--- config.mk ---
export PLATFORM = sky130hd
export DESIGN_NAME = prc_post_flat
export DESIGN_NICKNAME = d
export VERILOG_FILES = /design/src/design/prc_pkg.sv /design/src/design/prc_if.sv /design/src/design/prc_post.sv /design/src/flat_wrapper.sv
export SDC_FILE = /design/constraint.sdc
export NUM_CORES = 1
export LEC_CHECK = 0
export BUFFER_PORTS_ARGS = -buffer_cell sky130_fd_sc_hd__buf_2
export CAP_MARGIN = 30
export CORE_MARGIN = 8
export CORE_UTILIZATION = 26
export DETAILED_ROUTE_END_ITERATION = 12
export GPL_TIMING_DRIVEN = 0
export HOLD_SLACK_MARGIN = 0.15
export PLACE_DENSITY = 0.5
export SLEW_MARGIN = 0
export SYNTH_ARGS = -nofsm -noshare
export SYNTH_HDL_FRONTEND = slang
export SYNTH_SLANG_ARGS = --single-unit
--- constraint.sdc ---
create_clock -name clk -period 3.2 [get_ports clk]
set_clock_uncertainty 0.2 [all_clocks]
set_input_delay 0.8 -clock clk [delete_from_list [all_inputs] [get_ports clk]]
set_output_delay 0.8 -clock clk [all_outputs]
set_load 0.02 [all_outputs]
--- src/design/prc_pkg.sv ---
// shared constants, types and the arctangent table for the coordinate converter
package prc_pkg;

	// fraction bits kept below the input lsb in the datapath
	localparam int GUARD = 16;
	// right shift after the gain multiply, q0.31 constant down to GUARD fraction bits
	localparam int PRE_SHIFT = 31 - GUARD;
	// inverse cordic gain 0.607252935 in q0.31
	localparam logic signed [31:0] KINV_Q31 = 32'sd1304065748;
	// binary angle of pi in a 32-bit turn
	localparam logic [31:0] ANGLE_PI = 32'h8000_0000;

	typedef struct packed {
		logic mode;    // 0 vectoring, 1 rotation
		logic origin;  // vectoring item at x = y = 0
	} prc_ctl_t;

	// atan(2^-i) as a fraction of a full turn, 32-bit binary angle
	function automatic logic [31:0] atan_turn(input logic [4:0] idx);
		logic [31:0] v;
		unique case (idx)
			5'd0: v = 32'h2000_0000;
			5'd1: v = 32'h12E4_051E;
			5'd2: v = 32'h09FB_385B;
			5'd3: v = 32'h0511_11D4;
			5'd4: v = 32'h028B_0D43;
			5'd5: v = 32'h0145_D7E1;
			5'd6: v = 32'h00A2_F61E;
			5'd7: v = 32'h0051_7C55;
			5'd8: v = 32'h0028_BE53;
			5'd9: v = 32'h0014_5F2F;
			5'd10: v = 32'h000A_2F98;
			5'd11: v = 32'h0005_17CC;
			5'd12: v = 32'h0002_8BE6;
			5'd13: v = 32'h0001_45F3;
			5'd14: v = 32'h0000_A2FA;
			5'd15: v = 32'h0000_517D;
			5'd16: v = 32'h0000_28BE;
			5'd17: v = 32'h0000_145F;
			5'd18: v = 32'h0000_0A30;
			5'd19: v = 32'h0000_0518;
			5'd20: v = 32'h0000_028C;
			5'd21: v = 32'h0000_0146;
			5'd22: v = 32'h0000_00A3;
			5'd23: v = 32'h0000_0051;
			5'd24: v = 32'h0000_0029;
			5'd25: v = 32'h0000_0014;
			5'd26: v = 32'h0000_000A;
			5'd27: v = 32'h0000_0005;
			5'd28: v = 32'h0000_0003;
			5'd29: v = 32'h0000_0001;
			5'd30: v = 32'h0000_0001;
			5'd31: v = 32'h0000_0000;
		endcase
		return v;
	endfunction

endpackage

--- src/design/prc_if.sv ---


interface prc_out_if #(
	parameter int DATA_WIDTH = 16
) ();
	logic                         valid;
	logic                         ready;
	logic signed [DATA_WIDTH:0]   res_a;
	logic signed [DATA_WIDTH-1:0] res_b;

	modport source (output valid, output res_a, output res_b, input ready);
	modport sink (input valid, input res_a, input res_b, output ready);
endinterface

--- src/design/prc_post.sv ---
// back end: round, saturate, angle rounding and the output register
module prc_post
	import prc_pkg::*;
#(
	parameter int DATA_WIDTH = 16,
	parameter int WORK_WIDTH = 34
) (
	input  logic                         clk,
	input  logic                         arst_n,
	input  logic                         up_valid,
	output logic                         up_ready,
	input  prc_ctl_t                     up_ctl,
	input  logic signed [WORK_WIDTH-1:0] up_x,
	input  logic signed [WORK_WIDTH-1:0] up_y,
	input  logic [31:0]                  up_z,
	prc_out_if.source                    dout
);

	localparam int ANG_SHIFT = 32 - DATA_WIDTH;
	localparam int RW = WORK_WIDTH - GUARD;
	localparam logic [32:0] ANG_HALF = (33'd1 << ANG_SHIFT) >> 1;
	localparam logic signed [WORK_WIDTH-1:0] RND_HALF = WORK_WIDTH'(1) << (GUARD - 1);
	localparam logic signed [RW-1:0] A_MAX = RW'({DATA_WIDTH{1'b1}});
	localparam logic signed [RW-1:0] A_MIN = -(RW'(1) << DATA_WIDTH);
	localparam logic signed [RW-1:0] B_MAX = RW'({(DATA_WIDTH-1){1'b1}});
	localparam logic signed [RW-1:0] B_MIN = -(RW'(1) << (DATA_WIDTH - 1));

	logic                         valid_s1;
	logic signed [DATA_WIDTH:0]   res_a_s1;
	logic signed [DATA_WIDTH-1:0] res_b_s1;

	logic signed [WORK_WIDTH-1:0] xr;
	logic signed [WORK_WIDTH-1:0] yr;
	logic signed [RW-1:0]         rx;
	logic signed [RW-1:0]         ry;
	logic [32:0]                  zsum;
	logic signed [DATA_WIDTH:0]   sat_a;
	logic signed [DATA_WIDTH-1:0] sat_b;
	logic signed [DATA_WIDTH:0]   res_a_d;
	logic signed [DATA_WIDTH-1:0] res_b_d;

	assign up_ready = !valid_s1 || dout.ready;

	// round half up to the input lsb
	assign xr = up_x + RND_HALF;
	assign yr = up_y + RND_HALF;
	assign rx = xr[WORK_WIDTH-1:GUARD];
	assign ry = yr[WORK_WIDTH-1:GUARD];
	assign zsum = {1'b0, up_z} + ANG_HALF;

	always_comb begin
		if (rx > A_MAX) begin
			sat_a = A_MAX[DATA_WIDTH:0];
		end else if (rx < A_MIN) begin
			sat_a = A_MIN[DATA_WIDTH:0];
		end else begin
			sat_a = rx[DATA_WIDTH:0];
		end
		if (ry > B_MAX) begin
			sat_b = B_MAX[DATA_WIDTH-1:0];
		end else if (ry < B_MIN) begin
			sat_b = B_MIN[DATA_WIDTH-1:0];
		end else begin
			sat_b = ry[DATA_WIDTH-1:0];
		end
	end

	always_comb begin
		if (up_ctl.origin) begin
			res_a_d = '0;
			res_b_d = '0;
		end else if (up_ctl.mode) begin
			res_a_d = sat_a;
			res_b_d = sat_b;
		end else begin
			res_a_d = sat_a;
			res_b_d = zsum[ANG_SHIFT +: DATA_WIDTH];
		end
	end

	always_ff @(posedge clk or negedge arst_n) begin
		if (!arst_n) begin
			valid_s1 <= 1'b0;
		end else if (up_ready) begin
			valid_s1 <= up_valid;
		end
	end

	always_ff @(posedge clk) begin
		if (up_ready && up_valid) begin
			res_a_s1 <= res_a_d;
			res_b_s1 <= res_b_d;
		end
	end

	assign dout.valid = valid_s1;
	assign dout.res_a = res_a_s1;
	assign dout.res_b = res_b_s1;

endmodule

--- src/flat_wrapper.sv ---
// flat-port wrapper written by rule: the top's interface ports become plain ports
module prc_post_flat import prc_pkg::*;
#(
	parameter int DATA_WIDTH = 16,
	parameter int WORK_WIDTH = 34
)
  (clk, arst_n, up_valid, up_ready, up_ctl, up_x, up_y, up_z, dout_valid, dout_res_a, dout_res_b, dout_ready);
  prc_out_if #(.DATA_WIDTH(DATA_WIDTH)) dout_i ();
  input  logic clk;
  input  logic arst_n;
  input  logic up_valid;
  output logic up_ready;
  input  prc_ctl_t up_ctl;
  input  logic signed [WORK_WIDTH-1:0] up_x;
  input  logic signed [WORK_WIDTH-1:0] up_y;
  input  logic [31:0] up_z;
  output wire logic [$bits(dout_i.valid)-1:0] dout_valid;
  output wire logic [$bits(dout_i.res_a)-1:0] dout_res_a;
  output wire logic [$bits(dout_i.res_b)-1:0] dout_res_b;
  input wire logic [$bits(dout_i.ready)-1:0] dout_ready;
  assign dout_valid = dout_i.valid;
  assign dout_res_a = dout_i.res_a;
  assign dout_res_b = dout_i.res_b;
  assign dout_i.ready = dout_ready;
  prc_post #(.DATA_WIDTH(DATA_WIDTH), .WORK_WIDTH(WORK_WIDTH)) u_core (.clk(clk), .arst_n(arst_n), .up_valid(up_valid), .up_ready(up_ready), .up_ctl(up_ctl), .up_x(up_x), .up_y(up_y), .up_z(up_z), .dout(dout_i));
endmodule
==> flow_summary.yaml <==
run_status:
  outcome: "complete, no violations"
global_routing:
  antenna_found_initial: 0
  grt_first_pass_wirelength_mm: 11.5
  grt_usage: 0.109
  grt_start_max_net_pins: 34
  first_global_vias: 2303
  grt_overflow: 0
route:
  vias: 2317
  vias_per_cell: 4.63
  antenna_left: 0
  drt_pre_antenna_iters: 4
  detail_route.wl_per_cell_um: 14.9
  routed_wl_mm: 7.44
  drcViolationCount: 0
  drtIter0Drc: 147
hold_path:
  worstHoldPathType: "flop to flop"
  holdCritStartpoint: "u_core.dout.valid"
pwr:
  p_leak_nw: 1.27
  sw_frac_of_total: 0.298
  power_density_nw_per_um2: 336
  peakVddDrop_uv: 114
  p_seq_frac: 0.476
  p_switching_mw: 0.333
  p_int_mw: 0.786
  clockPowerShare: 0.269
  comb_power_share: 0.255
timing:
  finalSetupViolCount: 0
  rsz0062_at_grt: "false"
  slew_headroom: 0.476
  drv_slew: 0
  finalHoldViolations: 0
  setup_slack_ns: 0.181
  fin_crit_sh: 0.944
  min_period_ns: 3.02
  tightest_slew_ns: 0.786
  finalSetupTns_ns: 0
  fmax_mhz: 331
placed_design:
  dp_hpwl_mm: 6.09
  gp_congestion: 0.869
  io_buffers: 94
  post-place-cells: 491
  dp_slack_ns: -0.339
worst_setup_path:
  cp-start-kind: "input pin"
  r2r-start: "u_core.dout.valid"
  crit_type: "input pin to flop"
  cp.arrival_ns: 2.81
  worstPathRequired_ns: 2.99
  cp-startpoint: "up_y[15]"
  cp_max_fo: 10
  crit_path_end_kind: "flop"
yosys:
  synth_area_um2: 2590
  yosysWarnings: 0
  ys_ff_latch: 34
  synthArstFlopShare: 0.0294
  yosysSeqAreaShare: 0.393
  synth-main-ff-cell: "edfxtp_1"
  synthCells: 264
  synth_top_area_frac: 0.383
  synth_cell_types: 44
  synth_nets: 373
  synth.area.top_cells: "edfxtp_1 (38%), xor2_1 (7.8%), xnor2_1 (7.1%)"
  yosysTopAreaCell: "edfxtp_1"
  avgSynthCellArea_um2: 9.80
  synth_edf_count: 33
clocking:
  ctsLongestPathBuffers: 2
  htreeDepth: 2
  numCtsBuffers: 5
  clock-root-buffer: "clkbuf_8"
  post-cts-setup-buffers: 0
  clk_latency_ns: 0.27
  cts_tree: "done"
  clock-sinks: 34
  clk_pin_slew_ns: 0.06
floorplan:
  start_util: 0.266
  dieArea_um2: 13400
  fp.dieH_um: 116
  ios: 141
  rows: 36
  die_w_um: 116
  core_um2: 9730
cells_and_area:
  area_growth_pct: 28.7
  layout_common_cells: "buf_2 (94), edfxtp_1 (33), xor2_1 (23), xnor2_1 (21), nand2_1 (19)"
  instances_no_fill: 500
  nNetsFinal: 475
  drive_above_1_share: 0.341
  layout_commonest_cell: "buf_2"
  diodes: 0
job:
  maxCapViolations: 0
cell families after synthesis:
kind of cell,Yosys count,share of synthesized area
simple gates,120,0.263
compound gates,47,0.151
xor+xnor,44,0.149
flops,34,0.393
buf+inv,16,0.0290
fa+ha+maj,3,0.0145
layout make-up:
type / instances / area, um2
repair buffers: 95 / 480
fillers: 1050 / 6400
multi-input cells: 214 / 1510
flip-flops and latches: 34 / 1020
plain buffers: 9 / 50.0
clock buffers: 6 / 72.6
inverters: 7 / 26.3
well taps: 133 / 166
clock inverters: 2 / 10.0
metrics by stage:
stage	power, mW	hold WS, ns	cell area [um2]	utilization
2_1_floorplan	0.704	0.304	2590	-
3_3_place_gp	0.828	0.298	3220	0.331
3_5_place_dp	0.829	0.312	3220	0.331
4_1_cts	1.14	0.329	3320	0.342
5_1_grt	1.18	0.365	3330	0.342
6_report	1.12	0.320	3330	0.342
flip-flops by register name, indices dropped and copies added, names as in the netlist:
| register | count |
|---|---|
| u_core.dout.res_a | 17 |
| u_core.dout.res_b | 16 |
| u_core.dout.valid | 1 |
worst max-delay path, stage by stage:
cell and delay (ns):
buf_2 0.09, ha_1 0.24, nand4_1 0.20, or4_4 0.51, a221o_1 0.39, nor3_4 0.28, buf_6 0.21, a221oi_2 0.08
path summary, 6_finish.rpt:
kind | to | slack (ns) | cells past startpoint
hold / removal | u_core.dout.valid | 0.32 | 2
setup / recovery | u_core.dout.res_b[8] | 0.18 | 8
setup reg to reg | u_core.dout.res_b[8] | 1.48 | 2
min in group asynchronous | u_core.dout.valid | 0.63 | 2
max in group asynchronous | u_core.dout.valid | 2.09 | 2
hold reg to reg | u_core.dout.valid | 0.32 | 2
metal layers:
layer,vias to the layer above,GRT usage,wire [um]
li1,1195,-,-
met1,1056,0.134,3380
met2,61,0.186,3610
met3,5,0.0229,372
met4,0,0.0363,72
met5,-,0,0
cell usage after synthesis, drive strengths merged (6+ instances only):
cell,instances
nand2b,15
nor2,15
and3,8
nor3,7
a221oi,12
nand3,18
o21ai,14
edfxtp,33
nand4,15
a21oi,9
clkbuf,6
xor2,23
and4,7
inv,7
xnor2,21
nand2,19
power by group through the flow:
| stage | Combinational (mW) | Clock (mW) | Sequential, mW |
|---|---|---|---|
| finish | 0.286 | 0.301 | 0.533 |
| floorplan | 0.121 | 0 | 0.582 |
| global placement | 0.285 | 0 | 0.543 |
| global route | 0.314 | 0.333 | 0.536 |
| detailed placement | 0.286 | 0 | 0.543 |
| CTS | 0.289 | 0.315 | 0.533 |
what timing repair did:
action,in CTS,in global routing
hold buffers,1,0
setup endpoints to repair,5,8
resized for setup,1,3
hold endpoints to repair,1,0
(Power assumes the default switching activity.)
