===== config.mk =====
export PLATFORM = sky130hd
export DESIGN_NAME = prc_pre_flat
export DESIGN_NICKNAME = d
export VERILOG_FILES = /design/src/design/prc_pkg.sv /design/src/design/prc_if.sv /design/src/design/prc_pre.sv /design/src/flat_wrapper.sv
export SDC_FILE = /design/constraint.sdc
export NUM_CORES = 1
export LEC_CHECK = 0
export BUFFER_PORTS_ARGS = -buffer_cell sky130_fd_sc_hd__buf_2
export CAP_MARGIN = 20
export CORE_MARGIN = 5
export CORE_UTILIZATION = 34
export DETAILED_ROUTE_END_ITERATION = 16
export PLACE_DENSITY = 0.61
export SLEW_MARGIN = 0
export SYNTH_ARGS = -nofsm -noshare
export SYNTH_HDL_FRONTEND = slang
export SYNTH_SLANG_ARGS = --single-unit

===== constraint.sdc =====
create_clock -name clk -period 7.25 [get_ports clk]
set_input_delay 1.0875 -clock clk [delete_from_list [all_inputs] [get_ports clk]]
set_output_delay 1.0875 -clock clk [all_outputs]
set_load 0.03 [all_outputs]

===== src/design/prc_pkg.sv =====
// shared constants, types and the arctangent table for the coordinate converter
package prc_pkg;

	// fraction bits kept below the input lsb in the datapath
	localparam int GUARD = 16;
	// right shift after the gain multiply, q0.31 constant down to GUARD fraction bits
	localparam int PRE_SHIFT = 31 - GUARD;
	// inverse cordic gain 0.607252935 in q0.31
	localparam logic signed [31:0] KINV_Q31 = 32'sd1304065748;
	// binary angle of pi in a 32-bit turn
	localparam logic [31:0] ANGLE_PI = 32'h8000_0000;

	typedef struct packed {
		logic mode;    // 0 vectoring, 1 rotation
		logic origin;  // vectoring item at x = y = 0
	} prc_ctl_t;

	// atan(2^-i) as a fraction of a full turn, 32-bit binary angle
	function automatic logic [31:0] atan_turn(input logic [4:0] idx);
		logic [31:0] v;
		unique case (idx)
			5'd0: v = 32'h2000_0000;
			5'd1: v = 32'h12E4_051E;
			5'd2: v = 32'h09FB_385B;
			5'd3: v = 32'h0511_11D4;
			5'd4: v = 32'h028B_0D43;
			5'd5: v = 32'h0145_D7E1;
			5'd6: v = 32'h00A2_F61E;
			5'd7: v = 32'h0051_7C55;
			5'd8: v = 32'h0028_BE53;
			5'd9: v = 32'h0014_5F2F;
			5'd10: v = 32'h000A_2F98;
			5'd11: v = 32'h0005_17CC;
			5'd12: v = 32'h0002_8BE6;
			5'd13: v = 32'h0001_45F3;
			5'd14: v = 32'h0000_A2FA;
			5'd15: v = 32'h0000_517D;
			5'd16: v = 32'h0000_28BE;
			5'd17: v = 32'h0000_145F;
			5'd18: v = 32'h0000_0A30;
			5'd19: v = 32'h0000_0518;
			5'd20: v = 32'h0000_028C;
			5'd21: v = 32'h0000_0146;
			5'd22: v = 32'h0000_00A3;
			5'd23: v = 32'h0000_0051;
			5'd24: v = 32'h0000_0029;
			5'd25: v = 32'h0000_0014;
			5'd26: v = 32'h0000_000A;
			5'd27: v = 32'h0000_0005;
			5'd28: v = 32'h0000_0003;
			5'd29: v = 32'h0000_0001;
			5'd30: v = 32'h0000_0001;
			5'd31: v = 32'h0000_0000;
		endcase
		return v;
	endfunction

endpackage


===== src/design/prc_if.sv =====
// valid/ready channel interfaces for converter input and result items
interface prc_in_if #(
	parameter int DATA_WIDTH = 16
) ();
	logic                         valid;
	logic                         ready;
	logic                         mode;
	logic signed [DATA_WIDTH-1:0] coord_a;
	logic signed [DATA_WIDTH-1:0] coord_b;

	modport source (output valid, output mode, output coord_a, output coord_b, input ready);
	modport sink (input valid, input mode, input coord_a, input coord_b, output ready);
endinterface



===== src/design/prc_pre.sv =====
// front end: quadrant fold, start angle, then gain-compensating multiply
module prc_pre
	import prc_pkg::*;
#(
	parameter int DATA_WIDTH = 16,
	parameter int WORK_WIDTH = 34
) (
	input  logic                         clk,
	input  logic                         arst_n,
	prc_in_if.sink                       din,
	output logic                         dn_valid,
	input  logic                         dn_ready,
	output prc_ctl_t                     dn_ctl,
	output logic signed [WORK_WIDTH-1:0] dn_x,
	output logic signed [WORK_WIDTH-1:0] dn_y,
	output logic [31:0]                  dn_z
);

	localparam int ANG_SHIFT = 32 - DATA_WIDTH;
	localparam int PROD_WIDTH = DATA_WIDTH + 33;

	// stage 1 registers
	logic                         valid_s1;
	prc_ctl_t                     ctl_s1;
	logic signed [DATA_WIDTH:0]   a_s1;
	logic signed [DATA_WIDTH:0]   b_s1;
	logic [31:0]                  z_s1;
	// stage 2 registers
	logic                         valid_s2;
	prc_ctl_t                     ctl_s2;
	logic signed [WORK_WIDTH-1:0] x_s2;
	logic signed [WORK_WIDTH-1:0] y_s2;
	logic [31:0]                  z_s2;

	logic                         ready_s1;
	logic                         ready_s2;
	logic signed [DATA_WIDTH:0]   a_ext;
	logic signed [DATA_WIDTH:0]   b_ext;
	logic [31:0]                  zb;
	logic                         flip;
	prc_ctl_t                     ctl_d;
	logic signed [DATA_WIDTH:0]   a_d;
	logic signed [DATA_WIDTH:0]   b_d;
	logic [31:0]                  z_d;
	logic signed [PROD_WIDTH-1:0] pa;
	logic signed [PROD_WIDTH-1:0] pb;

	assign ready_s2 = !valid_s2 || dn_ready;
	assign ready_s1 = !valid_s1 || ready_s2;
	assign din.ready = ready_s1;

	assign a_ext = {din.coord_a[DATA_WIDTH-1], din.coord_a};
	assign b_ext = {din.coord_b[DATA_WIDTH-1], din.coord_b};
	assign zb    = 32'(unsigned'(din.coord_b)) << ANG_SHIFT;
	// angle outside [-pi/2, pi/2): top two bits differ
	assign flip  = zb[31] ^ zb[30];

	always_comb begin
		ctl_d.mode   = din.mode;
		ctl_d.origin = !din.mode && (din.coord_a == '0) && (din.coord_b == '0);
		a_d = a_ext;
		b_d = b_ext;
		z_d = '0;
		if (din.mode) begin
			z_d = zb;
			if (flip) begin
				a_d = -a_ext;
				z_d = zb ^ ANGLE_PI;
			end
		end else if (a_ext[DATA_WIDTH]) begin
			// left half plane: mirror the vector, start at pi
			a_d = -a_ext;
			b_d = -b_ext;
			z_d = ANGLE_PI;
		end
	end

	always_ff @(posedge clk or negedge arst_n) begin
		if (!arst_n) begin
			valid_s1 <= 1'b0;
		end else if (ready_s1) begin
			valid_s1 <= din.valid;
		end
	end

	always_ff @(posedge clk) begin
		if (ready_s1 && din.valid) begin
			ctl_s1 <= ctl_d;
			a_s1   <= a_d;
			b_s1   <= b_d;
			z_s1   <= z_d;
		end
	end

	assign pa = a_s1 * KINV_Q31;
	assign pb = b_s1 * KINV_Q31;

	always_ff @(posedge clk or negedge arst_n) begin
		if (!arst_n) begin
			valid_s2 <= 1'b0;
		end else if (ready_s2) begin
			valid_s2 <= valid_s1;
		end
	end

	always_ff @(posedge clk) begin
		if (ready_s2 && valid_s1) begin
			ctl_s2 <= ctl_s1;
			x_s2   <= pa[PRE_SHIFT +: WORK_WIDTH];
			y_s2   <= ctl_s1.mode ? '0 : pb[PRE_SHIFT +: WORK_WIDTH];
			z_s2   <= z_s1;
		end
	end

	assign dn_valid = valid_s2;
	assign dn_ctl   = ctl_s2;
	assign dn_x     = x_s2;
	assign dn_y     = y_s2;
	assign dn_z     = z_s2;

endmodule


===== src/flat_wrapper.sv =====
// flat-port wrapper written by rule: the top's interface ports become plain ports
module prc_pre_flat import prc_pkg::*;
#(
	parameter int DATA_WIDTH = 16,
	parameter int WORK_WIDTH = 34
)
  (clk, arst_n, dn_valid, dn_ready, dn_ctl, dn_x, dn_y, dn_z, din_valid, din_mode, din_coord_a, din_coord_b, din_ready);
  prc_in_if #(.DATA_WIDTH(DATA_WIDTH)) din_i ();
  input  logic clk;
  input  logic arst_n;
  output logic dn_valid;
  input  logic dn_ready;
  output prc_ctl_t dn_ctl;
  output logic signed [WORK_WIDTH-1:0] dn_x;
  output logic signed [WORK_WIDTH-1:0] dn_y;
  output logic [31:0] dn_z;
  input wire logic [$bits(din_i.valid)-1:0] din_valid;
  input wire logic [$bits(din_i.mode)-1:0] din_mode;
  input wire logic [$bits(din_i.coord_a)-1:0] din_coord_a;
  input wire logic [$bits(din_i.coord_b)-1:0] din_coord_b;
  output wire logic [$bits(din_i.ready)-1:0] din_ready;
  assign din_i.valid = din_valid;
  assign din_i.mode = din_mode;
  assign din_i.coord_a = din_coord_a;
  assign din_i.coord_b = din_coord_b;
  assign din_ready = din_i.ready;
  prc_pre #(.DATA_WIDTH(DATA_WIDTH), .WORK_WIDTH(WORK_WIDTH)) u_core (.clk(clk), .arst_n(arst_n), .din(din_i), .dn_valid(dn_valid), .dn_ready(dn_ready), .dn_ctl(dn_ctl), .dn_x(dn_x), .dn_y(dn_y), .dn_z(dn_z));
endmodule

==> insert_results.sql <==
INSERT INTO impl_metrics (metric_group, metric, value, unit) VALUES
('synth', 'synth_cell_types', '65', ''),
('clock_network', 'tritoncts', 'built', ''),
('sta', 'timing.slew.headroom', '0.513', ''),
('floorplanning', 'core.rowCount', '93', ''),
('worst_setup_path', 'cp.arrival', '7.06', 'ns'),
('drt', 'wl_per_cell', '19.8', 'um'),
('drt', 'drt_iter0_markers', '667', ''),
('placed_design', 'dpl.hpwl', '53000', 'um'),
('clock_network', 'insertion_delay', '0.49', 'ns'),
('clock_network', 'hold_fix_buffer_count_after_cts', '0', ''),
('clock_network', 'cts-htree-levels', '4', ''),
('sta', 'setup_repair_after_global_routing_missed_its_margin', 'no', ''),
('worst_setup_path', 'critical_path.n_buffers_inverters', '6', ''),
('worst_setup_path', 'startpoint_type', 'flop', ''),
('worst_setup_path', 'critical-path-top-delay-family', 'adder cells', ''),
('worst_setup_path', 'worst_ep_required_time', '7.52', 'ns'),
('cells_and_area', 'synthToLayoutAreaGrowth', '10.3', '%'),
('sta', 'timing_hold_violations_final', '0', ''),
('outcome', 'result_of_the_run', 'finished, final reports clean', ''),
('synth', 'yosysSeqAreaShare', '0.191', ''),
('sta', 'clock.fmax', '0.147', 'GHz'),
('global_routing', 'first_global_vias', '15400', ''),
('global_routing', 'first_pass_grt_wire_length', '93600', 'um'),
('floorplanning', 'floorplan.core_area', '64200', 'um2'),
('floorplanning', 'floorplan.die.height', '264', 'um'),
('global_routing', 'globalRouteOverflowTotal', '0', ''),
('worst_setup_path', 'worst_path_max_delay_cell', 'edfxtp_1', ''),
('cells_and_area', 'num-nets-final', '2925', ''),
('synth', 'synth_enable_flop_cells', '138', ''),
('worst_setup_path', 'r2r-start', 'u_core.a_s1[6]', ''),
('sta', 'skew', '0.0276', 'ns'),
('sta', 'worst_pin_slew', '0.731', 'ns'),
('worst_setup_path', 'crit_fanout', '7', ''),
('cells_and_area', 'finish.cell_count_without_fillers', '3043', ''),
('sta', 'timing.final.setup_violations', '0', ''),
('global_routing', 'grt_antenna_before_repair', '7', ''),
('global_routing', 'grt.total_usage', '0.177', ''),
('synth', 'fraction_of_registers_with_async_set_reset', '0.0143', ''),
('floorplanning', 'number_of_top_level_design_ports', '141', ''),
('run', 'max_cap_violations', '0', ''),
('placed_design', 'placed_cells', '3008', ''),
('cells_and_area', 'layout-drive-gt1-share', '0.0879', ''),
('synth', 'ys.warnings.count', '0', ''),
('cells_and_area', 'commonest_non_fill_non_tap_cells_in_the_layout', 'inv_1 (585), fa_1 (376), ha_1 (340)', ''),
('drt', 'post_route_drc', '0', ''),
('floorplanning', 'floorplan.initialDensity', '0.341', ''),
('sta', 'drv_slew', '0', ''),
('worst_setup_path', 'setup.reg_to_reg.worst_slack', '0.46', 'ns'),
('worst_setup_path', 'worst-r2r-cell-count', '22', ''),
('synth', 'synthesis.instances', '2036', ''),
('placed_design', 'dpl_worst_slack', '0.502', 'ns'),
('floorplanning', 'dieArea', '69700', 'um2'),
('clock_network', 'clock_tree.buffer_depth', '2', ''),
('clock_network', 'cts_repair_resize_count', '0', ''),
('placed_design', 'io_buffers', '124', ''),
('clock_network', 'post-cts-setup-buffers', '0', ''),
('clock_network', 'cts_root_buf', 'clkbuf_16', ''),
('cells_and_area', 'layout_commonest_cell', 'inv_1', ''),
('drt', 'route.vias.total', '14100', ''),
('clock_network', 'cts-buffers-inserted', '17', ''),
('hold_path', 'worst_hold_path_type', 'in -> async', ''),
('synth', 'postSynthRegisterBits', '140', ''),
('sta', 'tns', '0', 'ns'),
('synth', 'synth_flop_cell', 'edfxtp_1', ''),
('sta', 'final_min_period_over_clock_period', '0.936', ''),
('drt', 'wirelength', '60200', 'um'),
('clock_network', 'cts.clk_slew.worst_paths', '0.07', 'ns'),
('placed_design', 'globalplace.congestion', '0.947', ''),
('worst_setup_path', 'setup.worst_path.end_class', 'flop', ''),
('worst_setup_path', 'timing.critical_path.cells', 'inv_1 > ha_1 > inv_1 > fa_1 > fa_1 > inv_1 > fa_1 > inv_1 > fa_1 > inv_1 > fa_1 > inv_1 > ha_1 > a21oi_2 > o221ai_2 > a221oi_4 > o211a_4 > o21ai_2 > a211oi_4 > o22ai_1 > or4_1 > o311ai_1', ''),
('drt', 'post_dr_vias_cell', '4.65', '');
-- stage by stage --
stage                     instance area [um2]  hold slack (ns)   util
after floorplan                         22000            0.400      -
after global placement                  23600            0.405  0.367
after detailed placement                23600            0.405  0.367
after CTS                               24200            0.331  0.377
after global routing                    24200            0.341  0.377
final                                   24200            0.385  0.377
-- worst max-delay path by stage --
stage,startpoint,endpoint,slack [ns],depth (start not counted)
detailed placement,u_core.a_s1[6],u_core.dn_x[32],0.50,22
global route,u_core.a_s1[6],u_core.dn_x[32],0.12,22
finish,u_core.a_s1[6],u_core.dn_x[32],0.46,22
global placement,u_core.a_s1[6],u_core.dn_x[26],0.53,22
floorplan,u_core.a_s1[6],u_core.dn_x[26],1.32,22
CTS,u_core.a_s1[6],u_core.dn_x[32],0.45,22
-- flip-flops by register name, summed over array words and instances (netlist names) --
signal           cells
u_core.z_s1         16
u_core.dn_z         16
u_core.b_s1         17
u_core.dn_valid      1
u_core.valid_s1      1
u_core.ctl_s1        2
u_core.dn_x         34
u_core.dn_ctl        2
u_core.dn_y         34
u_core.a_s1         17
-- synthesized netlist by cell type, drive strengths merged (17+ instances only) --
| master | number | area, um2 |
|---|---|---|
| fa | 376 | 7530 |
| o21ai | 39 | 210 |
| edfxtp | 138 | 4140 |
| a21oi | 74 | 382 |
| xnor2 | 53 | 464 |
| nor2 | 81 | 304 |
| nand2 | 43 | 161 |
| inv | 585 | 2200 |
| buf | 17 | 125 |
| a21o | 41 | 309 |
| and2 | 25 | 158 |
| xor2 | 35 | 307 |
| ha | 340 | 4250 |
| nand3 | 18 | 90.1 |
-- cell type report --
cell class | count | area (um2)
Tap cell | 855 | 1070
Multi-Input combinational cell | 1293 | 15400
Fill cell | 6341 | 40000
Sequential cell | 140 | 4190
Clock inverter | 15 | 189
Inverter | 585 | 2200
Clock buffer | 17 | 425
Antenna cell | 3 | 7.51
Timing Repair Buffer | 135 | 703
-- layer usage --
| layer | vias up | wire [um] | part of all wire | global-route usage |
|---|---|---|---|---|
| li1 | 6674 | - | - | - |
| met1 | 7068 | 29100 | 0.48 | 0.255 |
| met2 | 333 | 26800 | 0.44 | 0.272 |
| met3 | 56 | 3180 | 0.053 | 0.0382 |
| met4 | 8 | 1130 | 0.019 | 0.0449 |
| met5 | - | 53 | 0.00088 | 0 |
-- kinds of logic (layout without fill, tap and decap cells) --
| logic type | count (synthesis) | count (layout) | synth area share |
|---|---|---|---|
| AOI/OAI and AO/OA | 224 | 224 | 0.0701 |
| xor gates and xnor gates | 88 | 88 | 0.0351 |
| adders and majority gates | 716 | 716 | 0.537 |
| buffers and inverters | 618 | 752 | 0.109 |
| DFF | 140 | 140 | 0.191 |
| muxes | 4 | 4 | 0.00205 |
| other | 1 | 19 | 0.000171 |
| and+or+nand+nor | 245 | 245 | 0.0556 |
-- worst register-to-register path: stages, from the launching register on --
cell      delay, ns
edfxtp_1       0.58
inv_1          0.16
ha_1           0.35
inv_1          0.12
fa_1           0.53
fa_1           0.58
inv_1          0.06
fa_1           0.54
inv_1          0.05
fa_1           0.48
inv_1          0.05
fa_1           0.48
inv_1          0.04
ha_1           0.31
a21oi_2        0.18
o221ai_2       0.13
a221oi_4       0.50
o211a_4        0.25
o21ai_2        0.15
a211oi_4       0.33
o22ai_1        0.17
or4_1          0.43
o311ai_1       0.12
Power is left out: the tool's default activity adds up to more than one toggle a clock period on the data nets, which glitch-free logic cannot reach.
