### src/design/prc_pkg.sv
// shared constants, types and the arctangent table for the coordinate converter
package prc_pkg;

	// fraction bits kept below the input lsb in the datapath
	localparam int GUARD = 16;
	// right shift after the gain multiply, q0.31 constant down to GUARD fraction bits
	localparam int PRE_SHIFT = 31 - GUARD;
	// inverse cordic gain 0.607252935 in q0.31
	localparam logic signed [31:0] KINV_Q31 = 32'sd1304065748;
	// binary angle of pi in a 32-bit turn
	localparam logic [31:0] ANGLE_PI = 32'h8000_0000;

	typedef struct packed {
		logic mode;    // 0 vectoring, 1 rotation
		logic origin;  // vectoring item at x = y = 0
	} prc_ctl_t;

	// atan(2^-i) as a fraction of a full turn, 32-bit binary angle
	function automatic logic [31:0] atan_turn(input logic [4:0] idx);
		logic [31:0] v;
		unique case (idx)
			5'd0: v = 32'h2000_0000;
			5'd1: v = 32'h12E4_051E;
			5'd2: v = 32'h09FB_385B;
			5'd3: v = 32'h0511_11D4;
			5'd4: v = 32'h028B_0D43;
			5'd5: v = 32'h0145_D7E1;
			5'd6: v = 32'h00A2_F61E;
			5'd7: v = 32'h0051_7C55;
			5'd8: v = 32'h0028_BE53;
			5'd9: v = 32'h0014_5F2F;
			5'd10: v = 32'h000A_2F98;
			5'd11: v = 32'h0005_17CC;
			5'd12: v = 32'h0002_8BE6;
			5'd13: v = 32'h0001_45F3;
			5'd14: v = 32'h0000_A2FA;
			5'd15: v = 32'h0000_517D;
			5'd16: v = 32'h0000_28BE;
			5'd17: v = 32'h0000_145F;
			5'd18: v = 32'h0000_0A30;
			5'd19: v = 32'h0000_0518;
			5'd20: v = 32'h0000_028C;
			5'd21: v = 32'h0000_0146;
			5'd22: v = 32'h0000_00A3;
			5'd23: v = 32'h0000_0051;
			5'd24: v = 32'h0000_0029;
			5'd25: v = 32'h0000_0014;
			5'd26: v = 32'h0000_000A;
			5'd27: v = 32'h0000_0005;
			5'd28: v = 32'h0000_0003;
			5'd29: v = 32'h0000_0001;
			5'd30: v = 32'h0000_0001;
			5'd31: v = 32'h0000_0000;
		endcase
		return v;
	endfunction

endpackage

### src/design/prc_stage.sv
// one registered cordic micro-rotation, shift amount fixed per instance
module prc_stage
	import prc_pkg::*;
#(
	parameter int WORK_WIDTH = 34,
	parameter int IDX = 0
) (
	input  logic                         clk,
	input  logic                         arst_n,
	input  logic                         up_valid,
	output logic                         up_ready,
	input  prc_ctl_t                     up_ctl,
	input  logic signed [WORK_WIDTH-1:0] up_x,
	input  logic signed [WORK_WIDTH-1:0] up_y,
	input  logic [31:0]                  up_z,
	output logic                         dn_valid,
	input  logic                         dn_ready,
	output prc_ctl_t                     dn_ctl,
	output logic signed [WORK_WIDTH-1:0] dn_x,
	output logic signed [WORK_WIDTH-1:0] dn_y,
	output logic [31:0]                  dn_z
);

	localparam logic [31:0] ATAN = atan_turn(5'(IDX));

	logic                         valid_s1;
	prc_ctl_t                     ctl_s1;
	logic signed [WORK_WIDTH-1:0] x_s1;
	logic signed [WORK_WIDTH-1:0] y_s1;
	logic [31:0]                  z_s1;

	logic                         cw;
	logic signed [WORK_WIDTH-1:0] xs;
	logic signed [WORK_WIDTH-1:0] ys;
	logic signed [WORK_WIDTH-1:0] nx;
	logic signed [WORK_WIDTH-1:0] ny;
	logic [31:0]                  nz;

	assign up_ready = !valid_s1 || dn_ready;

	assign xs = up_x >>> IDX;
	assign ys = up_y >>> IDX;
	// vectoring drives y to zero, rotation drives z to zero
	assign cw = up_ctl.mode ? up_z[31] : !up_y[WORK_WIDTH-1];

	always_comb begin
		if (cw) begin
			nx = up_x + ys;
			ny = up_y - xs;
			nz = up_z + ATAN;
		end else begin
			nx = up_x - ys;
			ny = up_y + xs;
			nz = up_z - ATAN;
		end
	end

	always_ff @(posedge clk or negedge arst_n) begin
		if (!arst_n) begin
			valid_s1 <= 1'b0;
		end else if (up_ready) begin
			valid_s1 <= up_valid;
		end
	end

	always_ff @(posedge clk) begin
		if (up_ready && up_valid) begin
			ctl_s1 <= up_ctl;
			x_s1   <= nx;
			y_s1   <= ny;
			z_s1   <= nz;
		end
	end

	assign dn_valid = valid_s1;
	assign dn_ctl   = ctl_s1;
	assign dn_x     = x_s1;
	assign dn_y     = y_s1;
	assign dn_z     = z_s1;

endmodule

### config.mk
export PLATFORM = sky130hd
export DESIGN_NAME = prc_stage
export DESIGN_NICKNAME = d
export VERILOG_FILES = /design/src/design/prc_pkg.sv /design/src/design/prc_stage.sv
export SDC_FILE = /design/constraint.sdc
export NUM_CORES = 1
export LEC_CHECK = 0
export BUFFER_PORTS_ARGS = -buffer_cell sky130_fd_sc_hd__buf_2
export CAP_MARGIN = 15
export CORE_MARGIN = 2
export CORE_UTILIZATION = 48
export CTS_BUF_LIST = sky130_fd_sc_hd__clkbuf_8
export DETAILED_ROUTE_END_ITERATION = 6
export PLACE_DENSITY_LB_ADDON = 0.3
export SYNTH_ARGS = -nofsm -noshare
export SYNTH_HDL_FRONTEND = slang
export SYNTH_SLANG_ARGS = --single-unit
### constraint.sdc
create_clock -name clk -period 7.8 [get_ports clk]
set_clock_uncertainty 0.2 [all_clocks]
set_input_delay 1.56 -clock clk [delete_from_list [all_inputs] [get_ports clk]]
set_output_delay 1.56 -clock clk [all_outputs]
set_load 0.01 [all_outputs]
==> run summary, run 1 <==
Post-synthesis instance area - 0.00898 sq mm
Post-Synth Simple-Gate Area - 0.121
CTS Buffer Depth - 2
Die W - 141 um
Max-slew violations - 0
Worst IR Drop VDD - 0.0732 mV
Sw Share - 0.381
Worst Setup Path Type - in -> reg
Status - completed
Port Buf Inserts - 209
Finish-stage setup viols - 0
Seq/Total Area, Yosys - 0.340
Starting DRT DRC Count - 704
Number of antenna violations at the first check in global routing - 1
Clk sinks - 102
Highest Clock Rate - 0.219 GHz
Maxcap violations - 0
DP HPWL - 20700 um
Largest net degree at the start of global routing - 63
Die ar. - 0.0198 sq mm
DRC errors left - 0
Share of cells above drive strength 1 - 0.207
Instance area at placement - 0.0102 sq mm
Post-synthesis register bit count - 102
Post-cts resize count - 0
Antenna Nets Post-Route - 0
Internal power - 0.00106 W
Via Count - 8188
Clk pin slew, worst setup/hold paths - 0.10 ns
Synthesized net count - 1224
P per Cell Area - 165 mW/mm^2
# hold bufs at CTS - 0
Post-Synth XOR/XNOR Area - 0.0643
Clk Latency, worst-skew pair - 0.38 ns
HP Class - reg -> reg
Synth async-reset ratio - 0.00980
Post-Syn Instances - 1014
RSZ-0062 raised after global routing - no
GR Overflow Total - 0
Synth Area in Compound Gates - 0.241
Synth-to-layout area growth - 15.5%
CTS tree - done
Core ar. - 0.0185 sq mm
Final Hold Fails - 0
ANT cells - 0
Combinational group share of total power - 0.386
Final min period - 4.57 ns
Worst slew pin tran - 0.737 ns
Starting Density - 0.485
Vias per inst - 5.71
DRT Wirelength - 26500 um
Clock group share of total power - 0.203
CTS root buf - clkbuf_8
Post-synth EDFFs - 101
RePlAce Congestion - 0.965
Crit Path Max Fanout - 13
Syn avg cell area - 8.86 sq um
Post-synth cell types - 70
Largest family of logic cells by synthesized area - compound AO/OA/AOI/OAI gates
Ys flop type - edfxtp_1
Final Util - 0.560
Critical path data arrival time - 4.49 ns
CTS Buf Count - 9
Static leakage - 4.61 nW
Yosys top cell by area - edfxtp_1
Net Sw Power - 0.000652 W
Number of global-route vias before repair - 7622
Setup TNS - 0 ns
Flop pwr share - 0.410
Design area - 0.0104 sq mm
Die Height - 141 um
Slew headroom - 0.508
GRT Total Usage - 0.264
Drt wl/cell - 18.5 um
Setup crit end kind - flop
Io pins - 210
Post-CTS Repair Setup Buffers - 0
DRT Pass-1 Iters - 7
Ys Warns - 0
Final nets - 1405
Post-synthesis adder-cell area fraction - 0.148
H-tree Lvls - 3
Startpoint Class - input port
Post-synth top area share - 0.338
Worst hold slack - 0.344 ns
Top post-synthesis cells by area - edfxtp_1 34%, ha_1 14%, a21oi_1 7.1%, xnor2_1 5.7%, inv_1 4.4%
CP required - 7.72 ns
Num rows - 50
Final period util - 0.586
Mux contribution to synthesized area - 0.0178
First-pass GRT wire length - 41400 um
Tot Pwr - 0.00171 W
-- worst max-delay path: stages --
cell      delay [ns]
buf_2           0.12
inv_1           0.05
ha_1            0.54
and4_1          0.31
nand2_1         0.06
a21oi_1         0.24
nor4bb_1        0.14
o41ai_2         0.51
a31oi_1         0.19
o31a_1          0.35
a211o_1         0.30
xnor2_1         0.12
-- Yosys cell counts, types with 5 or more instances --
| cell | number |
|---|---|
| o21bai_1 | 26 |
| nand2b_1 | 10 |
| nor2_1 | 91 |
| buf_1 | 5 |
| clkbuf_1 | 23 |
| nor3_1 | 21 |
| nand3_1 | 11 |
| a211oi_1 | 16 |
| nor4_1 | 7 |
| xor2_1 | 8 |
| ha_1 | 100 |
| xnor2_1 | 58 |
| mux2i_1 | 16 |
| o21ai_0 | 57 |
| o221ai_1 | 5 |
| o21a_1 | 8 |
| a21oi_1 | 128 |
| nand4_1 | 10 |
| o31ai_1 | 9 |
| a21boi_0 | 7 |
| a2111oi_0 | 5 |
| o211ai_1 | 12 |
| or3_1 | 10 |
| inv_1 | 105 |
| buf_2 | 13 |
| clkinv_1 | 5 |
| nor2b_1 | 9 |
| nand2_1 | 45 |
| edfxtp_1 | 101 |
| a21o_1 | 18 |
| a31oi_1 | 5 |
-- per-layer routing --
layer,vias to the layer above,routed length (um),GRT usage
li1,3979,-,-
met1,3811,11800,0.371
met2,359,12000,0.420
met3,39,2090,0.0503
met4,0,576,0.0700
met5,-,0,0
-- flip-flops by register name, indices dropped and copies added (netlist names) --
signal	count
dn_y	34
dn_x	33
dn_z	32
dn_ctl	2
dn_valid	1
-- cells by family (layout without fill, tap and decap cells) --
group                    Yosys count  after routing
XOR/XNOR                          66             66
AO/OA/AOI/OAI                    339            339
AND/OR/NAND/NOR                  232            232
flip-flops                       102            102
multiplexers                      16             16
adder cells (fa/ha/maj)          104            104
buffers and inverters            155            341
-- power by group through the flow --
stage               clock network, W  registers, W  logic (W)
finish                      0.000348      0.000702   0.000661
global route                0.000373      0.000707   0.000724
global placement                   0      0.000714   0.000647
detailed placement                 0      0.000715   0.000648
CTS                         0.000358      0.000703   0.000653
floorplan                          0      0.000745   0.000403
-- stage by stage --
stage / worst slack, ns / instances
floorplan: 3.02 / 1014
global placement: 2.90 / 1418
detailed placement: 2.90 / 1418
CTS: 3.31 / 1434
global route: 3.08 / 1434
finish: 3.23 / 1434
-- cell type report --
cell class	instances	area [sq um]
Fill cell	1721	8140
Multi-Input combinational cell	757	5330
Sequential cell	102	3060
Timing Repair Buffer	213	1080
Inverter	112	420
Tap cell	234	293
Clock buffer	9	124
Clock inverter	7	68.8
-- placed cells by master, fill, tap and decap left out, drive strengths merged, types with 5 or more instances in the layout --
cell,Yosys,final
a31oi,5,5
nand4,10,10
clkbuf,23,9
o221ai,5,5
nor2b,9,9
edfxtp,101,101
o21bai,26,26
or3,10,10
ha,100,100
a2111oi,6,6
a211oi,17,17
a21oi,128,128
nor4,7,7
clkinv,5,8
a21boi,7,7
a21o,18,18
nand2,45,45
mux2i,16,16
o21a,8,8
or2,5,5
o211ai,12,12
o21ai,62,62
o31ai,10,10
nand2b,10,10
buf,20,213
xor2,8,8
nor3,21,21
inv,107,109
nor2,91,91
nand3,11,11
xnor2,58,58
-- worst paths after layout --
check | start | end | depth (start not counted) | slack (ns)
setup / recovery | up_x[3] | dn_y[33] | 12 | 3.23
hold / removal | dn_valid | dn_valid | 2 | 0.34
min in group asynchronous | arst_n | dn_valid | 1 | 0.73
hold reg to reg | dn_valid | dn_valid | 2 | 0.34
setup reg to reg | dn_valid | dn_x[23] | 3 | 5.44
max in group asynchronous | arst_n | dn_valid | 1 | 6.59
No activity file was read; power rests on OpenSTA's default activity.
==> run 2: changes to the inputs <==
Clock period 7.8 ns to 4.2 ns, I/O delays scaled along.
==> run summary, run 2 (synthesis results as in run 1) <==
Number of global-route vias before repair - 7867 (+3.2%)
DRC errors left - 0 (unchanged)
HP Class - reg -> reg
Clk pin slew, worst setup/hold paths - 0.10 ns (about the same)
DP Worst Slack - 0.122 ns (-2.78 ns)
First-pass GRT wire length - 43500 um (+5.1%)
Die Height - 141 um (unchanged)
DRT Wirelength - 28100 um (+5.8%)
RSZ-0062 raised after global routing - no
Uppermost routed layer - met4
# hold bufs at CTS - 1 (+1)
Flop pwr share - 0.392 (-0.018)
GR Overflow Total - 0 (unchanged)
Final WS setup - 0.502 ns (-2.73 ns)
CTS Buf Count - 9 (unchanged)
Buf/Inv on CP - 2 (unchanged)
Number of flip-flops in the largest register - 34 (unchanged)
Max-slew violations - 0 (unchanged)
DP HPWL - 22300 um (+7.9%)
Fillers - 1697 (-1.4%)
Worst Setup Path Type - in -> reg
RePlAce Congestion - 1.02 (+5.5%)
Storage cell area - 0.00306 sq mm (unchanged)
Vias per inst - 5.75 (+0.77%)
Hold Path Cell Cnt - 2 (unchanged)
Internal power - 0.00212 W (+100%)
Port Buf Inserts - 209 (unchanged)
Status - completed
Post-cts resize count - 0 (unchanged)
CP required - 4.12 ns (-3.60 ns)
Starting Density - 0.485 (unchanged)
P per Cell Area - 311 mW/mm^2 (+89%)
Clk sinks - 102 (unchanged)
Net Sw Power - 0.00121 W (+86%)
CTS tree - done
WL met1 - 12700 um (+7.2%)
Crit path cell chain - buf_2 -> inv_1 -> ha_1 -> and4_1 -> nand2_1 -> a21oi_1 -> nor4bb_1 -> o41ai_2 -> a31oi_1 -> o31a_1 -> a211o_1 -> xnor2_1
Share of cells above drive strength 1 - 0.231 (+0.0240)
Antenna Nets Post-Route - 0 (unchanged)
Synth-to-layout area growth - 19.3%
Setup TNS - 0 ns (unchanged)
Via Count - 8481 (+3.6%)
Multi-input logic area - 0.00533 sq mm (unchanged)
Final Hold Fails - 0 (unchanged)
Tot Pwr - 0.00333 W (+95%)
CTS root buf - clkbuf_8
Io pins - 210 (unchanged)
GRT Total Usage - 0.279 (+0.0149)
Slowest stage cell, crit path - ha_1
Final min period - 3.70 ns
CP max stage delay - 0.48 ns (-0.06 ns)
Startpoint Class - input port
Finish-stage setup viols - 0 (unchanged)
Largest net degree at the start of global routing - 64 (+1.6%)
Final period util - 0.881
Drt wl/cell - 19.1 um (+3.0%)
Num rows - 50 (unchanged)
Most common cell after layout, fill and taps aside - buf_2
Core ar. - 0.0185 sq mm (unchanged)
Post-CTS Repair Setup Buffers - 0 (unchanged)
ANT cells - 0 (unchanged)
Commonest non-fill, non-tap cells in the layout - 209 x buf_2, 127 x a21oi_1, 106 x inv_1
Sw Share - 0.363 (-0.0181)
Critical path data arrival time - 3.62 ns (-0.87 ns)
Levels on crit path - 12 (unchanged)
Worst slew pin tran - 0.722 ns (-0.0158 ns)
Highest Clock Rate - 0.270 GHz
H-tree Lvls - 3 (unchanged)
Clk Latency, worst-skew pair - 0.39 ns (about the same)
Crit path max-delay family - compound AO/OA/AOI/OAI gates
Slew headroom - 0.515 (+0.00681)
Maxcap violations - 0 (unchanged)
Metal3 WL - 1910 um (-8.5%)
Clock group share of total power - 0.220 (+0.017)
Worst hold slack - 0.356 ns (+0.0117 ns)
Number of antenna violations at the first check in global routing - 0 (-1)
Worst IR Drop VDD - 0.195 mV (+170%)
Worst r2r path cells - 3 (unchanged)
Dpl cells - 1457 (+2.8%)
Die W - 141 um (unchanged)
WL met2 - 12900 um (+7.0%)
Worst R2R Setup Slack - 2.22 ns (-3.22 ns)
CTS Buffer Depth - 2 (unchanged)
Combinational group share of total power - 0.389 (+0.003)
Final nets - 1445 (+2.8%)
Starting DRT DRC Count - 724 (+2.8%)
Setup crit end kind - flop
Die ar. - 0.0198 sq mm (unchanged)
Layout Cells excl Fill - 1474 (+2.8%)
Crit Path Max Fanout - 11 (-2)
Static leakage - 4.83 nW (+4.7%)
DRT Pass-1 Iters - 5 (-2)
[run 2: cell types whose count changed in the layout (fill, tap and decap cells not counted)]
cell           delta
clkinv_2          +1
clkinv_8          -1
buf_4            +38
clkinv_4          -2
dlygate4sd3_1     +1
clkinvlp_4        -1
buf_12            +1
bufinv_16         +2
inv_1             +1
[run 2: cell type report]
type,count,share of cell area
Clock inverter,7,0.00899
Inverter,112,0.0392
Sequential cell,102,0.285
Multi-Input combinational cell,757,0.498
Timing Repair Buffer,253,0.130
Tap cell,234,0.0273
Clock buffer,9,0.0116
[run 2: through the flow]
step	cell area, sq um	utilization
floorplan	8980	-
global placement	10500	0.566
detailed placement	10500	0.566
CTS	10700	0.579
global route	10700	0.579
finish	10700	0.579
[run 2: worst paths after layout]
path	from	to
setup / recovery	up_x[3]	dn_y[33]
hold / removal	dn_valid	dn_valid
setup reg to reg	dn_valid	dn_x[21]
hold reg to reg	dn_valid	dn_valid
max in group asynchronous	arst_n	dn_valid
min in group asynchronous	arst_n	dn_valid
[run 2: layer usage]
layer	track usage	up-vias
met3	0.0353	43
met2	0.456	395
met1	0.387	3984
met4	0.0889	0
met5	0	-
li1	-	4059
[run 2: power by group through the flow]
stage	registers, W	clock network [W]	logic (W)
floorplan	0.00138	0	0.000749
finish	0.00131	0.000732	0.00130
global placement	0.00133	0	0.00127
detailed placement	0.00133	0	0.00127
CTS	0.00131	0.000741	0.00128
global route	0.00131	0.000773	0.00141
[run 2: worst min-delay path, delay by kind of cell, from the launching register on]
family | cells | cell delay (ns)
flip-flops | 1 | 0.36
AND/OR/NAND/NOR | 2 | 0.17
